<file path="src/rtl/core/vtm_pkg.sv">
// Shared types and constants of the virtual timer multiplexer.
// No dependencies; imported by vtm_ctrl, vtm_datapath and the top level.
package vtm_pkg;

	localparam int SLOTS_DEF   = 16;
	localparam int MAX_RESULTS = 16;
	localparam int CNT_W       = $clog2(MAX_RESULTS + 1);

	localparam int CMD_W  = 2;
	localparam int DUR_W  = 32;
	localparam int SID_W  = 4;
	localparam int STAT_W = 3;
	localparam int NUM_W  = 4;
	localparam int TIME_W = 32;

	localparam logic [CMD_W-1:0] CMD_TICK   = 2'd0;
	localparam logic [CMD_W-1:0] CMD_ONE    = 2'd1;
	localparam logic [CMD_W-1:0] CMD_REP    = 2'd2;
	localparam logic [CMD_W-1:0] CMD_CANCEL = 2'd3;

	localparam logic [STAT_W-1:0] ST_STARTED   = 3'd0;
	localparam logic [STAT_W-1:0] ST_FIRED     = 3'd1;
	localparam logic [STAT_W-1:0] ST_CANCELLED = 3'd2;
	localparam logic [STAT_W-1:0] ST_FULL      = 3'd3;
	localparam logic [STAT_W-1:0] ST_BAD_ID    = 3'd4;

	// controller -> datapath commands
	typedef struct packed {
		logic accept;
		logic start_step;
		logic cancel;
		logic scan_clr;
		logic scan_run;
		logic apply;
		logic flush;
	} vtm_ctl_t;

	// datapath -> controller status
	typedef struct packed {
		logic start_end;
		logic scan_done;
		logic found;
		logic cnt_last;
		logic pend_v;
		logic out_free;
	} vtm_sts_t;

endpackage

</file>
<file path="src/rtl/core/vtm_ctrl.sv">
// Sequencer of the virtual timer multiplexer: command phase, then scan/fire passes.
// Depends on vtm_pkg; drives vtm_datapath through vtm_ctl_t.
module vtm_ctrl (
	input  logic                      clk,
	input  logic                      arst_n,
	input  logic                      req_valid,
	output logic                      req_ready,
	input  logic [vtm_pkg::CMD_W-1:0] cmd,
	input  vtm_pkg::vtm_sts_t         st,
	output vtm_pkg::vtm_ctl_t         ctl
);
	import vtm_pkg::*;

	localparam logic [2:0] S_IDLE   = 3'd0;
	localparam logic [2:0] S_START  = 3'd1;
	localparam logic [2:0] S_CANCEL = 3'd2;
	localparam logic [2:0] S_SCAN   = 3'd3;
	localparam logic [2:0] S_APPLY  = 3'd4;
	localparam logic [2:0] S_FLUSH  = 3'd5;

	logic [2:0] state_q, state_d;

	always_ff @(posedge clk or negedge arst_n) begin
		if (!arst_n) begin
			state_q <= S_IDLE;
		end else begin
			state_q <= state_d;
		end
	end

	always_comb begin
		state_d   = state_q;
		ctl       = '0;
		req_ready = 1'b0;
		case (state_q)
			S_IDLE: begin
				req_ready = 1'b1;
				if (req_valid) begin
					ctl.accept = 1'b1;
					case (cmd)
						CMD_TICK:         state_d = S_SCAN;
						CMD_ONE, CMD_REP: state_d = S_START;
						default:          state_d = S_CANCEL;
					endcase
				end
			end
			S_START: begin
				ctl.start_step = 1'b1;
				if (st.start_end) begin
					ctl.scan_clr = 1'b1;
					state_d      = S_SCAN;
				end
			end
			S_CANCEL: begin
				ctl.cancel   = 1'b1;
				ctl.scan_clr = 1'b1;
				state_d      = S_SCAN;
			end
			S_SCAN: begin
				ctl.scan_run = 1'b1;
				if (st.scan_done) begin
					state_d = st.found ? S_APPLY : S_FLUSH;
				end
			end
			S_APPLY: begin
				// the held result moves to the output word, so it must be free
				if (!st.pend_v || st.out_free) begin
					ctl.apply = 1'b1;
					if (st.cnt_last) begin
						state_d = S_FLUSH;
					end else begin
						ctl.scan_clr = 1'b1;
						state_d      = S_SCAN;
					end
				end
			end
			S_FLUSH: begin
				if (!st.pend_v) begin
					state_d = S_IDLE;
				end else if (st.out_free) begin
					ctl.flush = 1'b1;
					state_d   = S_IDLE;
				end
			end
			default: state_d = S_IDLE;
		endcase
	end

endmodule

</file>
<file path="src/rtl/core/vtm_datapath.sv">
// Datapath of the virtual timer multiplexer: tick counter, slot tables, oldest-due scan,
// held result and output word. Depends on vtm_pkg; sequenced by vtm_ctrl.
module vtm_datapath #(
	parameter int SLOTS = vtm_pkg::SLOTS_DEF
) (
	input  logic                        clk,
	input  logic                        arst_n,
	input  logic [vtm_pkg::CMD_W-1:0]   cmd,
	input  logic [vtm_pkg::DUR_W-1:0]   duration,
	input  logic [vtm_pkg::SID_W-1:0]   slot_id,
	input  vtm_pkg::vtm_ctl_t           ctl,
	output vtm_pkg::vtm_sts_t           st,
	output logic                        rsp_valid,
	input  logic                        rsp_ready,
	output logic [vtm_pkg::STAT_W-1:0]  status,
	output logic [vtm_pkg::NUM_W-1:0]   timer_num,
	output logic [vtm_pkg::TIME_W-1:0]  time_stamp,
	output logic                        last
);
	import vtm_pkg::*;

	localparam int             IDX_W    = $clog2(SLOTS);
	localparam logic [IDX_W-1:0] LAST_IDX = IDX_W'(SLOTS - 1);

	logic [TIME_W-1:0] now_q;
	logic              rep_q;
	logic [DUR_W-1:0]  dur_q;
	logic [SID_W-1:0]  sid_q;
	logic [SLOTS-1:0]  busy_q, done_q;
	logic [IDX_W-1:0]  idx_q;
	logic              issued_q;
	logic              v_s1;
	logic [IDX_W-1:0]  idx_s1;
	logic [TIME_W-1:0] exp_s1;
	logic [DUR_W-1:0]  per_s1;
	logic              found_q;
	logic [IDX_W-1:0]  best_q;
	logic [TIME_W-1:0] best_age_q;
	logic [DUR_W-1:0]  best_per_q;
	logic [CNT_W-1:0]  n_q;
	logic              pend_v_q;
	logic [STAT_W-1:0] pend_status_q;
	logic [NUM_W-1:0]  pend_num_q;
	logic              out_v_q;
	logic [STAT_W-1:0] out_status_q;
	logic [NUM_W-1:0]  out_num_q;
	logic [TIME_W-1:0] out_stamp_q;
	logic              out_last_q;

	logic [TIME_W-1:0] expiry_mem [SLOTS];
	logic [DUR_W-1:0]  period_mem [SLOTS];

	logic              free_here, at_last, cancel_ok, cand, out_free;
	logic [TIME_W-1:0] age;
	logic              emit;
	logic [STAT_W-1:0] e_status;
	logic [NUM_W-1:0]  e_num;
	logic              exp_we, per_we;
	logic [IDX_W-1:0]  exp_wa;
	logic [TIME_W-1:0] exp_wd;

	assign free_here = !busy_q[idx_q];
	assign at_last   = (idx_q == LAST_IDX);
	assign out_free  = !out_v_q || rsp_ready;

	always_comb begin
		cancel_ok = 1'b0;
		for (int i = 0; i < SLOTS; i++) begin
			if (32'(sid_q) == i && busy_q[i]) begin
				cancel_ok = 1'b1;
			end
		end
	end

	// wrap-safe due test: due when now - expiry lies in the lower half range
	assign age  = now_q - exp_s1;
	assign cand = v_s1 && busy_q[idx_s1] && !done_q[idx_s1] && !age[TIME_W-1]
		&& (!found_q || age > best_age_q);

	always_comb begin
		emit     = 1'b0;
		e_status = ST_FIRED;
		e_num    = '0;
		if (ctl.start_step) begin
			if (free_here) begin
				emit     = 1'b1;
				e_status = ST_STARTED;
				e_num    = NUM_W'(idx_q);
			end else if (at_last) begin
				emit     = 1'b1;
				e_status = ST_FULL;
			end
		end
		if (ctl.cancel) begin
			emit     = 1'b1;
			e_status = cancel_ok ? ST_CANCELLED : ST_BAD_ID;
			e_num    = sid_q;
		end
		if (ctl.apply) begin
			emit     = 1'b1;
			e_status = ST_FIRED;
			e_num    = NUM_W'(best_q);
		end
	end

	assign per_we = ctl.start_step && free_here;
	assign exp_we = per_we || (ctl.apply && best_per_q != '0);
	assign exp_wa = ctl.apply ? best_q : idx_q;
	assign exp_wd = now_q + (ctl.apply ? best_per_q : dur_q);

	always_ff @(posedge clk) begin
		if (exp_we) begin
			expiry_mem[exp_wa] <= exp_wd;
		end
		if (per_we) begin
			period_mem[idx_q] <= rep_q ? dur_q : '0;
		end
		if (ctl.scan_run) begin
			exp_s1 <= expiry_mem[idx_q];
			per_s1 <= period_mem[idx_q];
		end
	end

	always_ff @(posedge clk or negedge arst_n) begin
		if (!arst_n) begin
			now_q    <= '0;
			busy_q   <= '0;
			done_q   <= '0;
			idx_q    <= '0;
			issued_q <= 1'b0;
			v_s1     <= 1'b0;
			found_q  <= 1'b0;
			n_q      <= '0;
			pend_v_q <= 1'b0;
			out_v_q  <= 1'b0;
		end else begin
			if (ctl.accept) begin
				if (cmd == CMD_TICK) begin
					now_q <= now_q + 1'b1;
				end
				done_q <= '0;
				n_q    <= '0;
			end
			if (ctl.accept || ctl.scan_clr) begin
				idx_q    <= '0;
				issued_q <= 1'b0;
				v_s1     <= 1'b0;
				found_q  <= 1'b0;
			end
			if (ctl.start_step) begin
				if (free_here) begin
					busy_q[idx_q] <= 1'b1;
				end else if (!at_last) begin
					idx_q <= idx_q + 1'b1;
				end
			end
			if (ctl.cancel && cancel_ok) begin
				busy_q[IDX_W'(sid_q)] <= 1'b0;
			end
			if (ctl.scan_run) begin
				v_s1 <= !issued_q;
				if (!issued_q) begin
					if (at_last) begin
						issued_q <= 1'b1;
					end else begin
						idx_q <= idx_q + 1'b1;
					end
				end
				if (cand) begin
					found_q <= 1'b1;
				end
			end
			if (ctl.apply) begin
				done_q[best_q] <= 1'b1;
				if (best_per_q == '0) begin
					busy_q[best_q] <= 1'b0;
				end
			end
			if (emit) begin
				n_q      <= n_q + 1'b1;
				pend_v_q <= 1'b1;
			end else if (ctl.flush) begin
				pend_v_q <= 1'b0;
			end
			if ((emit && pend_v_q) || ctl.flush) begin
				out_v_q <= 1'b1;
			end else if (rsp_ready) begin
				out_v_q <= 1'b0;
			end
		end
	end

	always_ff @(posedge clk) begin
		if (ctl.accept) begin
			rep_q <= (cmd == CMD_REP);
			dur_q <= duration;
			sid_q <= slot_id;
		end
		if (ctl.scan_run) begin
			idx_s1 <= idx_q;
		end
		if (ctl.scan_run && cand) begin
			best_q     <= idx_s1;
			best_age_q <= age;
			best_per_q <= per_s1;
		end
		if (emit) begin
			pend_status_q <= e_status;
			pend_num_q    <= e_num;
		end
		// a new result pushes the held one out as a non-final word; the stamp is
		// frozen with the word since a tick may be taken while it still waits
		if (emit && pend_v_q) begin
			out_status_q <= pend_status_q;
			out_num_q    <= pend_num_q;
			out_stamp_q  <= now_q;
			out_last_q   <= 1'b0;
		end else if (ctl.flush) begin
			out_status_q <= pend_status_q;
			out_num_q    <= pend_num_q;
			out_stamp_q  <= now_q;
			out_last_q   <= 1'b1;
		end
	end

	assign st.start_end = free_here || at_last;
	assign st.scan_done = v_s1 && (idx_s1 == LAST_IDX);
	assign st.found     = found_q || cand;
	assign st.cnt_last  = (n_q == CNT_W'(MAX_RESULTS - 1));
	assign st.pend_v    = pend_v_q;
	assign st.out_free  = out_free;

	assign rsp_valid  = out_v_q;
	assign status     = out_status_q;
	assign timer_num  = out_num_q;
	assign time_stamp = out_stamp_q;
	assign last       = out_last_q;

	a_push_room: assert property (@(posedge clk) disable iff (!arst_n)
		(emit && pend_v_q) |-> out_free)
		else $error("held result pushed onto a full output word");
	a_budget: assert property (@(posedge clk) disable iff (!arst_n)
		emit |-> (n_q < CNT_W'(MAX_RESULTS)))
		else $error("result budget exceeded");
	a_fire_busy: assert property (@(posedge clk) disable iff (!arst_n)
		ctl.apply |-> (found_q && busy_q[best_q] && !done_q[best_q]))
		else $error("fired a slot that is free or already fired");
	a_accept_clean: assert property (@(posedge clk) disable iff (!arst_n)
		ctl.accept |-> !pend_v_q)
		else $error("new command while a result is still held");

endmodule

</file>
<file path="src/rtl/core/virtual_timer_multiplexer.sv">
// Virtual timer multiplexer, top level: joins vtm_ctrl and vtm_datapath.
// Depends on vtm_pkg, vtm_ctrl, vtm_datapath.
//
// One command word at a time: tick, start one-shot, start repeated or cancel. A start or
// cancel answers with one result word, then every due timer fires, oldest first, ties to
// the lowest slot, at most 16 result words per command; the final word carries last.
// Work per command: an accept, a search for a free slot on a start (a cancel step on a
// cancel), then one scan pass plus an apply for each fired timer, a final pass that finds
// nothing due (skipped once the 16th word is made), and the release of the last word.
// The scan reads the single-port expiry and period tables one slot per cycle. An apply or
// the release of a held result waits while the output word is still held by the consumer.
// The output word, time stamp included, is registered, so a waiting result does not block
// the next command.
module virtual_timer_multiplexer #(
	parameter int SLOTS = vtm_pkg::SLOTS_DEF
) (
	input  logic                        clk,
	input  logic                        arst_n,
	input  logic                        req_valid,
	output logic                        req_ready,
	input  logic [vtm_pkg::CMD_W-1:0]   cmd,
	input  logic [vtm_pkg::DUR_W-1:0]   duration,
	input  logic [vtm_pkg::SID_W-1:0]   slot_id,
	output logic                        rsp_valid,
	input  logic                        rsp_ready,
	output logic [vtm_pkg::STAT_W-1:0]  status,
	output logic [vtm_pkg::NUM_W-1:0]   timer_num,
	output logic [vtm_pkg::TIME_W-1:0]  time_stamp,
	output logic                        last
);
	import vtm_pkg::*;

	vtm_ctl_t ctl;
	vtm_sts_t st;

	vtm_ctrl u_ctrl (
		.clk       (clk),
		.arst_n    (arst_n),
		.req_valid (req_valid),
		.req_ready (req_ready),
		.cmd       (cmd),
		.st        (st),
		.ctl       (ctl)
	);

	vtm_datapath #(
		.SLOTS (SLOTS)
	) u_datapath (
		.clk        (clk),
		.arst_n     (arst_n),
		.cmd        (cmd),
		.duration   (duration),
		.slot_id    (slot_id),
		.ctl        (ctl),
		.st         (st),
		.rsp_valid  (rsp_valid),
		.rsp_ready  (rsp_ready),
		.status     (status),
		.timer_num  (timer_num),
		.time_stamp (time_stamp),
		.last       (last)
	);

endmodule

</file>
<file path="config.mk">
export PLATFORM = sky130hd
export DESIGN_NAME = virtual_timer_multiplexer
export DESIGN_NICKNAME = d
export VERILOG_FILES = /design/src/rtl/core/vtm_pkg.sv /design/src/rtl/core/vtm_ctrl.sv /design/src/rtl/core/vtm_datapath.sv /design/src/rtl/core/virtual_timer_multiplexer.sv
export SDC_FILE = /design/constraint.sdc
export NUM_CORES = 2
export LEC_CHECK = 0
export BUFFER_PORTS_ARGS = -buffer_cell sky130_fd_sc_hd__buf_2
export CAP_MARGIN = 20
export CORE_ASPECT_RATIO = 2
export CORE_UTILIZATION = 55
export DETAILED_ROUTE_END_ITERATION = 8
export GPL_TIMING_DRIVEN = 1
export PLACE_DENSITY = 0.71
export RECOVER_POWER = 25
export SYNTH_ARGS = -nofsm -noshare
export SYNTH_HDL_FRONTEND = slang
export SYNTH_SLANG_ARGS = --single-unit
</file>
<file path="constraint.sdc">
create_clock -name clk -period 6.8 [get_ports clk]
set_input_delay 1.36 -clock clk [delete_from_list [all_inputs] [get_ports clk]]
set_output_delay 1.36 -clock clk [all_outputs]
set_load 0.02 [all_outputs]
</file>
==> out/metrics.cfg <==
[run_status]
status = finished, violations left
violations = capacitance limit, slew limit

[cts]
postCtsSetupBuffers = 0
clkTransAtPathRegs_ns = 0.07
clk_latency_ns = 0.74
htree_num_levels = 3
cts_inserted_buffers = 106
cts_buffer_depth = 3
cts-root-buf = clkbuf_16
clock_sinks = 1325
cts.hold.buffers_added = 0
cts_tree = done
cts_resized = 0

[yosys]
synthAdderAreaFrac_pct = 2.47
synth_area_leader_cell = edfxtp_1
synth_commonest_cells = edfxtp_1, mux4_2, nand2_1, ha_1, inv_1
ys_warn_count = 0
synth_most_common_cell = edfxtp_1
ys_seq_area_share_pct = 72.6
synth_top_family_by_area = multiplexers
synth_seq_cells = 1325
yosys-top-cells-area = edfxtp_1, mux4_2, dfrtp_1, ha_1, nand2_1
synth_xor_area_share_pct = 1.39
synth_area_per_cell_um2 = 18.9
synthesis.nets = 3019
synth_cells = 2871
synthMuxAreaShare_pct = 13.7
yosys.cell_types.count = 77
syn_area_um2 = 54200
synth-async-reset-ratio_pct = 6.11
synth_compound_area_share_pct = 3.83
ys.flop_type = edfxtp_1
yosys.area_share.simple_pct = 4.49
synth_edf_count = 1243
synth_top_area_share_pct = 68.8

[placement]
io_buffers = 83
routabilityCongestion = 0.958
hpwl_mm = 87.3
placed_cell_area_um2 = 56700

[detailed_routing]
wl_per_cell_um = 30.8
drtIter0Drc = 2474
drt-total-wl_mm = 136
drc = 0
vias = 28092
viasPerCell = 6.34
final_antenna_net_count = 0
first_pass_iters = 5

[setup_path]
critPathCaptureType = flip-flop
reg2reg_slack_ns = 0.62
criticalPathCategory = reg2reg
worstSetupStartpointType = flip-flop
cp.required_ns = 7.19
crit_fanout = 50
critPathArrivalTime_ns = 6.56

[timing]
rsz0062_at_grt = false
setup_tns_ns = 0
relSlewSlack_pct = -120
drv_slew = 219
worstMarginPinSlew_ns = 3.30
clock_skew_ns = 0.0270
period_needed_ns = 6.18
hold_viol = 0
fmax_mhz = 162
layout_worst_path_cycle_share_pct = 90.8
setup_viol = 0

[floorplan]
ios = 84
initial_utilization_pct = 55.6
row_count = 162
coreArea_um2 = 97500
fp.dieH_um = 446
dieArea_um2 = 99900
die_w_um = 224

[grt]
grt_pass1_vias = 29435
antenna_found_initial = 4
grt-ovfl-total = 0
grt_max_degree = 152
grt_util_all_layers_pct = 28.2
grt_first_pass_wirelength_mm = 199

[power]
combinationalPowerShare_pct = 26.5
p_seq_share_pct = 46.8
clkPwrFrac_pct = 26.7
netSwitchingFraction_pct = 30.0
power_w = 0.0227
leakagePower_nw = 20.4
ir_worst_vdd_mv = 0.367
switchingPower_w = 0.00681
power_per_cell_area_nw_per_um2 = 377
intPower_w = 0.0159

[run]
maxCapViolCount = 6

[final_layout]
layout-drive-gt1-share_pct = 22.7
area_growth_pct = 11.0
finalNetCount = 3183
finalInstanceArea_um2 = 60200
fillCellCount = 6705

[min_path]
hp-class = reg2reg

cells in the final DEF (no fill, tap or decap), types with 27 or more instances in the layout:
master and n:
edfxtp_1 1243, nand2_1 174, nand3_1 38, and2_0 32, a21oi_1 92, xor2_1 27, o21ai_0 51, dfrtp_1 80
mux4_2 327, ha_1 104, clkbuf_16 109, buf_4 71, nor2_1 73, inv_1 96, a21o_1 36, xnor2_1 59
buf_2 80, nor2_4 28
flip-flops by register name, summed over array words and instances (netlist names), 32 cells and up:
signal	flops
u_datapath.best_age_q	32
u_datapath.best_per_q	32
u_datapath.period_mem	512
u_datapath.now_q	32
u_datapath.time_stamp	32
u_datapath.per_s1	32
u_datapath.expiry_mem	512
u_datapath.exp_s1	32
u_datapath.dur_q	32
stage by stage:
step	utilization [%]	hold slack, ns	setup slack, ns	instances
3_5_place_dp	58.2	0.405	0.548	4229
4_1_cts	61.7	0.420	1.21	4419
2_1_floorplan	-	0.400	1.29	2871
3_3_place_gp	58.2	0.402	0.707	4228
5_1_grt	61.7	0.433	0.509	4429
6_report	61.7	0.421	0.624	4430
cell families after synthesis:
family / count (synthesis)
flip-flops: 1325
AND/OR/NAND/NOR: 495
multiplexers: 335
AO/OA/AOI/OAI: 314
buffers and inverters: 210
adder cells (fa/ha/maj): 106
XOR/XNOR: 86
critical path, cell delays in order, from the launching register on:
cell and delay (ns):
dfrtp_1 2.58, mux4_2 0.56, nor3_4 0.65, nor3_2 0.10, or3_1 0.36, o21ai_2 0.10
nand2_2 0.19, nor2_4 0.73, buf_4 0.50
routing by layer:
metal	up-vias	global-route usage, %	share of wire [%]
met5	-	0	0.032
met4	6	19.5	7.5
met3	357	3.61	5.2
met2	1161	50.2	54
met1	14686	31.4	34
li1	11882	-	-
power by group through the flow:
| stage | clock network (W) | registers [W] | logic, W |
|---|---|---|---|
| 6_report | 0.00606 | 0.0106 | 0.00603 |
| 5_1_grt | 0.00641 | 0.0107 | 0.00643 |
| 4_1_cts | 0.00614 | 0.0106 | 0.00606 |
| 3_5_place_dp | 0 | 0.0108 | 0.00604 |
| 3_3_place_gp | 0 | 0.0108 | 0.00586 |
| 2_1_floorplan | 0 | 0.0106 | 0.00418 |
path summary, 6_finish.rpt:
check                                                          start                                endpoint  cells past startpoint
min in group asynchronous                                     arst_n        u_datapath.now_q[14]$_DFFE_PN0P_                      1
setup reg to reg                       u_datapath.idx_q[2]$_DFF_PN0_  u_datapath.expiry_mem[1][17]$_DFFE_PP_                      8
hold / removal             u_datapath.pend_status_q[1]$_SDFFCE_PP0P_          u_datapath.status[1]$_DFFE_PP_                      0
max in group asynchronous                                     arst_n           u_datapath.idx_q[1]$_DFF_PN0_                      2
hold reg to reg            u_datapath.pend_status_q[1]$_SDFFCE_PP0P_          u_datapath.status[1]$_DFFE_PP_                      0
setup / recovery                       u_datapath.idx_q[2]$_DFF_PN0_  u_datapath.expiry_mem[1][17]$_DFFE_PP_                      8
area by class of cell:
class / count / area, µm² / share of cell area, %
repair buffers: 167 / 1140 / 1.89
diodes: 1 / 2.50 / 0.00416
clock buffers: 130 / 2820 / 4.68
well taps: 1312 / 1640 / 2.73
flip-flops and latches: 1325 / 39400 / 65.4
inverters: 99 / 373 / 0.620
multi-input cells: 1336 / 14300 / 23.7
clock inverters: 60 / 556 / 0.923
No activity file was read; power rests on OpenSTA's default activity.
